<file path="src/rtl/wsu_pkg.sv">
// wsu_pkg: shared types and constants for the frame unmasker
// no dependencies; used by every module in rtl/

package wsu_pkg;

  // frame kind codes as seen on out_frame_kind
  localparam logic [1:0] KIND_TEXT   = 2'd0;
  localparam logic [1:0] KIND_CLOSE  = 2'd1;
  localparam logic [1:0] KIND_BINARY = 2'd2;

  // first-byte opcodes
  localparam logic [7:0] OPCODE_CLOSE  = 8'd136;
  localparam logic [7:0] OPCODE_BINARY = 8'd130;

  // length code handling
  localparam logic [7:0] LEN_CODE_MASK      = 8'd127;
  localparam logic [6:0] LEN_CODE_SHORT_MAX = 7'd125;
  localparam logic [6:0] LEN_CODE_16        = 7'd126;

  // mask key start positions and key length
  localparam logic [3:0] MASK_AT_SHORT = 4'd2;
  localparam logic [3:0] MASK_AT_16    = 4'd4;
  localparam logic [3:0] MASK_AT_64    = 4'd10;
  localparam logic [3:0] MASK_LEN      = 4'd4;

  // header positions
  localparam logic [3:0] POS_OPCODE = 4'd0;
  localparam logic [3:0] POS_LENGTH = 4'd1;

  // one transfer worth of result plus an emit flag
  typedef struct packed {
    logic       emit;
    logic [7:0] payload_byte;
    logic       byte_valid;
    logic [1:0] frame_kind;
    logic       end_of_frame;
  } wsu_result_t;

  // held input byte
  typedef struct packed {
    logic       valid;
    logic [7:0] rx_byte;
    logic       frame_end;
  } wsu_item_t;

endpackage

</file>
<file path="src/rtl/wsu_in_reg.sv">
// wsu_in_reg: input register stage of the frame unmasker
// depends on wsu_pkg

module wsu_in_reg (
  input  logic              clk,
  input  logic              rst_n,
  input  logic              in_valid,
  input  logic [7:0]        in_rx_byte,
  input  logic              in_frame_end,
  output logic              in_stall,
  input  logic              adv,
  output wsu_pkg::wsu_item_t item
);

  logic       valid_r, valid_nxt;
  logic [7:0] byte_r;
  logic       end_r;
  logic       load;

  // stage can take a new byte when empty or moving on this cycle
  assign in_stall  = valid_r && !adv;
  assign load      = in_valid && !in_stall;
  assign valid_nxt = load ? 1'b1 : (adv ? 1'b0 : valid_r);

  always_ff @(posedge clk) begin
    if (!rst_n) begin
      valid_r <= 1'b0;
    end else begin
      valid_r <= valid_nxt;
    end
  end

  always_ff @(posedge clk) begin
    if (load) begin
      byte_r <= in_rx_byte;
      end_r  <= in_frame_end;
    end
  end

  assign item.valid     = valid_r;
  assign item.rx_byte   = byte_r;
  assign item.frame_end = end_r;

endmodule

</file>
<file path="src/rtl/wsu_deframe.sv">
// wsu_deframe: header tracking, mask key capture and payload xor
// depends on wsu_pkg

module wsu_deframe (
  input  logic                clk,
  input  logic                rst_n,
  input  wsu_pkg::wsu_item_t  item,
  input  logic                adv,
  output wsu_pkg::wsu_result_t res
);

  logic [3:0] pos_r, pos_nxt;
  logic [3:0] mstart_r, mstart_nxt;
  logic [1:0] phase_r, phase_nxt;
  logic [1:0] kind_r, kind_nxt;
  logic [7:0] key_r [4];
  logic       key_we;
  logic [1:0] key_idx;
  logic [3:0] data_start;
  logic [3:0] key_off;
  logic [6:0] len_code;
  logic       pay_valid;
  logic [7:0] pay_byte;

  assign data_start = mstart_r + wsu_pkg::MASK_LEN;
  assign key_off    = pos_r - mstart_r;
  assign key_idx    = key_off[1:0];
  assign len_code   = 7'(item.rx_byte & wsu_pkg::LEN_CODE_MASK);

  always_comb begin
    pos_nxt    = pos_r;
    mstart_nxt = mstart_r;
    phase_nxt  = phase_r;
    kind_nxt   = kind_r;
    key_we     = 1'b0;
    pay_valid  = 1'b0;
    pay_byte   = 8'd0;
    if (pos_r == wsu_pkg::POS_OPCODE) begin
      if (item.rx_byte == wsu_pkg::OPCODE_CLOSE) begin
        kind_nxt = wsu_pkg::KIND_CLOSE;
      end else if (item.rx_byte == wsu_pkg::OPCODE_BINARY) begin
        kind_nxt = wsu_pkg::KIND_BINARY;
      end else begin
        kind_nxt = wsu_pkg::KIND_TEXT;
      end
      pos_nxt = wsu_pkg::POS_LENGTH;
    end else if (pos_r == wsu_pkg::POS_LENGTH) begin
      if (len_code <= wsu_pkg::LEN_CODE_SHORT_MAX) begin
        mstart_nxt = wsu_pkg::MASK_AT_SHORT;
      end else if (len_code == wsu_pkg::LEN_CODE_16) begin
        mstart_nxt = wsu_pkg::MASK_AT_16;
      end else begin
        mstart_nxt = wsu_pkg::MASK_AT_64;
      end
      pos_nxt = pos_r + 4'd1;
    end else if (pos_r < data_start) begin
      // extended length bytes are skipped, mask bytes captured
      key_we  = (pos_r >= mstart_r);
      pos_nxt = pos_r + 4'd1;
    end else begin
      if (kind_r == wsu_pkg::KIND_TEXT) begin
        pay_valid = 1'b1;
        pay_byte  = item.rx_byte ^ key_r[phase_r];
      end
      phase_nxt = phase_r + 2'd1;
    end
    // end mark restarts header tracking, key and kind persist
    if (item.frame_end) begin
      pos_nxt    = wsu_pkg::POS_OPCODE;
      mstart_nxt = wsu_pkg::MASK_AT_SHORT;
      phase_nxt  = 2'd0;
    end
  end

  always_ff @(posedge clk) begin
    if (!rst_n) begin
      pos_r    <= wsu_pkg::POS_OPCODE;
      mstart_r <= wsu_pkg::MASK_AT_SHORT;
      phase_r  <= 2'd0;
      kind_r   <= wsu_pkg::KIND_TEXT;
      key_r    <= '{default: 8'd0};
    end else if (adv) begin
      pos_r    <= pos_nxt;
      mstart_r <= mstart_nxt;
      phase_r  <= phase_nxt;
      kind_r   <= kind_nxt;
      if (key_we) begin
        key_r[key_idx] <= item.rx_byte;
      end
    end
  end

  assign res.emit         = item.valid && (pay_valid || item.frame_end);
  assign res.payload_byte = pay_byte;
  assign res.byte_valid   = pay_valid;
  assign res.frame_kind   = kind_nxt;
  assign res.end_of_frame = item.frame_end;

endmodule

</file>
<file path="src/rtl/wsu_out_reg.sv">
// wsu_out_reg: result register driving the out_ channel
// depends on wsu_pkg

module wsu_out_reg (
  input  logic                 clk,
  input  logic                 rst_n,
  input  wsu_pkg::wsu_result_t res,
  input  logic                 load,
  output logic                 free,
  output logic                 out_valid,
  input  logic                 out_stall,
  output logic [7:0]           out_payload_byte,
  output logic                 out_byte_valid,
  output logic [1:0]           out_frame_kind,
  output logic                 out_end_of_frame
);

  logic       valid_r, valid_nxt;
  logic [7:0] byte_r;
  logic       bvalid_r;
  logic [1:0] kind_r;
  logic       eof_r;

  // slot is free when empty or its transfer completes this cycle
  assign free      = !valid_r || !out_stall;
  assign valid_nxt = load ? 1'b1 : (out_stall ? valid_r : 1'b0);

  always_ff @(posedge clk) begin
    if (!rst_n) begin
      valid_r <= 1'b0;
    end else begin
      valid_r <= valid_nxt;
    end
  end

  always_ff @(posedge clk) begin
    if (load) begin
      byte_r   <= res.payload_byte;
      bvalid_r <= res.byte_valid;
      kind_r   <= res.frame_kind;
      eof_r    <= res.end_of_frame;
    end
  end

  assign out_valid        = valid_r;
  assign out_payload_byte = byte_r;
  assign out_byte_valid   = bvalid_r;
  assign out_frame_kind   = kind_r;
  assign out_end_of_frame = eof_r;

endmodule

</file>
<file path="src/rtl/websocket_frame_unmasker.sv">
// websocket_frame_unmasker: top level, deframes and unmasks received client frames
// depends on wsu_pkg, wsu_in_reg, wsu_deframe, wsu_out_reg
//
//   channel | ports                                        | direction
//   --------+----------------------------------------------+----------
//   in      | in_valid in_stall in_rx_byte in_frame_end    | into block
//   out     | out_valid out_stall out_payload_byte         | out of block
//           | out_byte_valid out_frame_kind out_end_of_frame|
//
// one byte per cycle sustained while out_stall is low; each result is registered
// first in the input register and then in the result register before it is offered
// bytes that give no result (header bytes, non-text payload) retire without
// touching the result register
// reset is synchronous on rst_n low: empties both registers and restarts at
// the opcode byte with a text kind and an all-zero mask key
// a stalled result holds the input register only when the held byte has a
// result to send, which then stalls the input

module websocket_frame_unmasker (
  input  logic       clk,
  input  logic       rst_n,
  input  logic       in_valid,
  output logic       in_stall,
  input  logic [7:0] in_rx_byte,
  input  logic       in_frame_end,
  output logic       out_valid,
  input  logic       out_stall,
  output logic [7:0] out_payload_byte,
  output logic       out_byte_valid,
  output logic [1:0] out_frame_kind,
  output logic       out_end_of_frame
);

  wsu_pkg::wsu_item_t   item;
  wsu_pkg::wsu_result_t res;
  logic                 out_free;
  logic                 adv;

  // held byte retires when it has nothing to send or the result slot frees up
  assign adv = item.valid && (!res.emit || out_free);

  wsu_in_reg u_in (
    .clk          (clk),
    .rst_n        (rst_n),
    .in_valid     (in_valid),
    .in_rx_byte   (in_rx_byte),
    .in_frame_end (in_frame_end),
    .in_stall     (in_stall),
    .adv          (adv),
    .item         (item)
  );

  // header state, mask key and xor
  wsu_deframe u_deframe (
    .clk   (clk),
    .rst_n (rst_n),
    .item  (item),
    .adv   (adv),
    .res   (res)
  );

  // result is loaded only for bytes that produce a transfer
  wsu_out_reg u_out (
    .clk              (clk),
    .rst_n            (rst_n),
    .res              (res),
    .load             (adv && res.emit),
    .free             (out_free),
    .out_valid        (out_valid),
    .out_stall        (out_stall),
    .out_payload_byte (out_payload_byte),
    .out_byte_valid   (out_byte_valid),
    .out_frame_kind   (out_frame_kind),
    .out_end_of_frame (out_end_of_frame)
  );

endmodule

</file>
<file path="config.mk">
export PLATFORM = sky130hd
export DESIGN_NAME = websocket_frame_unmasker
export DESIGN_NICKNAME = d
export VERILOG_FILES = /design/src/rtl/wsu_pkg.sv /design/src/rtl/wsu_in_reg.sv /design/src/rtl/wsu_deframe.sv /design/src/rtl/wsu_out_reg.sv /design/src/rtl/websocket_frame_unmasker.sv
export SDC_FILE = /design/constraint.sdc
export NUM_CORES = 1
export LEC_CHECK = 0
export ABC_AREA = 1
export BUFFER_PORTS_ARGS = -buffer_cell sky130_fd_sc_hd__buf_4
export CELL_PAD_IN_SITES_DETAIL_PLACEMENT = 0
export CELL_PAD_IN_SITES_GLOBAL_PLACEMENT = 2
export CORE_MARGIN = 5
export CORE_UTILIZATION = 27
export CTS_CLUSTER_SIZE = 20
export DETAILED_ROUTE_END_ITERATION = 12
export PLACE_DENSITY = 0.75
export SYNTH_ARGS = -nofsm -noshare
export SYNTH_HDL_FRONTEND = slang
export SYNTH_SLANG_ARGS = --single-unit
</file>
<file path="constraint.sdc">
create_clock -name clk -period 2.4 [get_ports clk]
set_clock_uncertainty 0.15 [all_clocks]
set_input_delay 0.72 -clock clk [delete_from_list [all_inputs] [get_ports clk]]
set_output_delay 0.72 -clock clk [all_outputs]
set_load 0.05 [all_outputs]
</file>
==> results.tsv <==
metric	value	unit
core-area	0.0125	mm2
grt_overflow	0	
cts_made_buffers	9	
portBuffers	26	
grt_usage	13.5	%
fin_crit	2.66	ns
worstMarginPinSlew	0.675	ns
final_area	0.00471	mm2
avgRoutedWirePerCell	14.6	um
drcViolationCount	0	
grt_pass1_vias	3007	
powerDensity	617	mW/mm2
drt-initial-drc-count	177	
viasPerCell	4.48	
finalSetupTns	-1.10	ns
finalCritPeriodShare	111	%
cp-end-kind	output port	
ys_types	29	
cts.sinks	66	
maxSlewViolCount	0	
use_met3	3.27	%
antenna_found_initial	0	
dieArea	0.0150	mm2
clk_pin_slew_worst_paths	0.05	ns
seq_power_share	41.0	%
worstPathArrival	1.79	ns
instances_no_fill	700	
status	complete, but fails checks	
postRouteAntennaNets	0	
cts_max_level	3	
initial_core_util	27.3	%
hpwl	6540	um
vias	3133	
drive_gt1_share	24.2	%
num_io_pins	27	
dp_slack	-0.0525	ns
failed_checks	negative setup slack	
met1_usage	18.2	%
die_h	122	um
hold_viol_final	0	
syn-instance-count	461	
combPwrFrac	10.8	%
syn_area	0.00340	mm2
place_inst	668	
internal_power	0.00223	W
fmax	375	MHz
cap_viol_max_count	0	
grt_pass1_wl	15600	um
cts_buffer_depth	2	
rsz0062_at_grt	yes	
yosysWarnings	0	
gp_congestion	0.773	
ir_drop	322	uV
cts_tree	yes	
min_path_type	reg2reg	
std_cell_rows	41	
grt_max_degree	51	
p_leak	1.97	nW
power.share.clock	48.2	%
setup_slack	-0.264	ns
syn_to_final_growth	38.3	%
avgSynthCellArea	7.38	um2
p_sw	0.000676	W
diodes	0	
setup_viol	32	
insertion_delay	0.33	ns
critical_path_required	1.53	ns
sw_frac_of_total	23.2	%
firstDrtPassIters	4	
wl	10200	um
synth_nets	482	
grt_busiest_layer	met2	
yosys_register_bits	66	
chipWidth	122	um
worstSetupStartpointType	flop	
placed_cell_area	0.00396	mm2
yosysSeqAreaShare	45.0	%
slew_headroom	54.5	%
path_max_fanout	3	
fin_util	37.8	%
root_buffer	clkbuf_16	
layout.nets	544	
path_class	reg2out	
gr-usage-met2	21.6	%
through the flow:
| step | power, W | hold slack, ns |
|---|---|---|
| 2_1_floorplan | 0.00136 | 0.285 |
| 3_3_place_gp | 0.00145 | 0.314 |
| 3_5_place_dp | 0.00145 | 0.319 |
| 4_1_cts | 0.00287 | 0.333 |
| 5_1_grt | 0.00303 | 0.366 |
| 6_report | 0.00291 | 0.340 |
Yosys cell counts:
| library cell | n | area (um2) |
|---|---|---|
| a21oi_1 | 38 | 190 |
| nand4_1 | 33 | 206 |
| inv_2 | 2 | 7.51 |
| ha_1 | 8 | 100 |
| buf_4 | 3 | 22.5 |
| buf_1 | 3 | 11.3 |
| nand3_2 | 4 | 40.0 |
| nor2_2 | 1 | 6.26 |
| nor2_1 | 41 | 154 |
| a31oi_1 | 1 | 6.26 |
| dfxtp_1 | 45 | 901 |
| nand2_1 | 97 | 364 |
| o21ai_0 | 28 | 140 |
| xor2_1 | 1 | 8.76 |
| o21ai_1 | 1 | 5.00 |
| edfxtp_1 | 21 | 631 |
| inv_1 | 91 | 342 |
| clkinv_1 | 1 | 3.75 |
| a31oi_4 | 1 | 21.3 |
| clkbuf_1 | 6 | 22.5 |
| xnor2_1 | 3 | 26.3 |
| buf_2 | 4 | 20.0 |
| nor4_1 | 2 | 12.5 |
| nor3_1 | 3 | 15.0 |
| a21oi_4 | 1 | 16.3 |
| nand3_1 | 18 | 90.1 |
| nand2_2 | 1 | 6.26 |
| buf_6 | 2 | 22.5 |
| nor2_4 | 1 | 11.3 |
cell families after synthesis:
family	share of synthesized area, %
AND/OR/NAND/NOR	26.6
buffers and inverters	13.3
AO/OA/AOI/OAI	11.1
flip-flops	45.0
adder cells (fa/ha/maj)	2.94
XOR/XNOR	1.03
repair_timing:
action	4_1_cts	5_1_grt
gates resized for setup	5	46
pin swaps	1	13
setup buffers	1	8
cloned	0	7
hold buffers	0	0
setup endpoints to repair	1	41
registers in the layout, indices dropped and copies added, names as in the netlist:
signal and flops:
u_in.byte_r 8, u_deframe.mstart_r 3, u_deframe.pos_r 4, u_out.out_frame_kind 2, u_out.out_end_of_frame 1, u_deframe.phase_r 2
u_in.end_r 1, u_out.out_byte_valid 1, u_in.valid_r 1, u_deframe.kind_r 2, u_out.out_payload_byte 8, u_deframe.key_r 32
u_out.out_valid 1
placed cells by master (no fill, tap or decap), drive strengths merged:
cell	n
clkinvlp	1
buf	65
clkbuf	17
xnor2	3
clkinv	2
xor2	1
inv	92
o21ai	29
nor3	3
nand2	98
nand3	22
nand4	33
a31oi	2
a21oi	39
dfxtp	45
ha	8
nor4	2
bufinv	2
edfxtp	21
nor2	43
routing by layer:
layer	vias to the layer above	part of all wire, %
met5	-	0
met4	0	1.5
met3	11	2.7
met2	40	48
met1	1477	48
li1	1605	-
worst paths after layout:
path | start | to | slack, ns | cells past startpoint
max | u_deframe.mstart_r[2]$_SDFFE_PN0P_ | in_stall | -0.26 | 9
min | u_deframe.mstart_r[1]$_SDFFE_PN1P_ | u_deframe.mstart_r[1]$_SDFFE_PN1P_ | 0.34 | 2
max reg2reg | u_deframe.mstart_r[2]$_SDFFE_PN0P_ | u_deframe.key_r[3]$_SDFFE_PN0P_ | -0.07 | 14
min reg2reg | u_deframe.mstart_r[1]$_SDFFE_PN1P_ | u_deframe.mstart_r[1]$_SDFFE_PN1P_ | 0.34 | 2
power by group through the flow:
stage	sequential, W	combinational (W)	clock [W]
after detailed placement	0.00122	0.000237	0
after global routing	0.00120	0.000337	0.00149
after global placement	0.00121	0.000236	0
after floorplan	0.00124	0.000124	0
after CTS	0.00119	0.000241	0.00143
final	0.00119	0.000315	0.00140
critical path: stages, from the launching register on:
cell and delay [ns]:
dfxtp_2 0.33, xnor2_1 0.12, ha_1 0.31, a21oi_2 0.15, nand2_1 0.09, nand3_2 0.08, nand2_2 0.06, nand3_2 0.09
clkinvlp_4 0.08, buf_6 0.15
final cells by class:
type / instances / area (um2)
Clock buffer: 13 / 250
Clock inverter: 3 / 63.8
Fill cell: 1295 / 7760
Inverter: 94 / 357
Multi-Input combinational cell: 283 / 1600
Sequential cell: 66 / 1530
Tap cell: 172 / 215
Timing Repair Buffer: 69 / 688
Power figures use the tool's default switching activity.
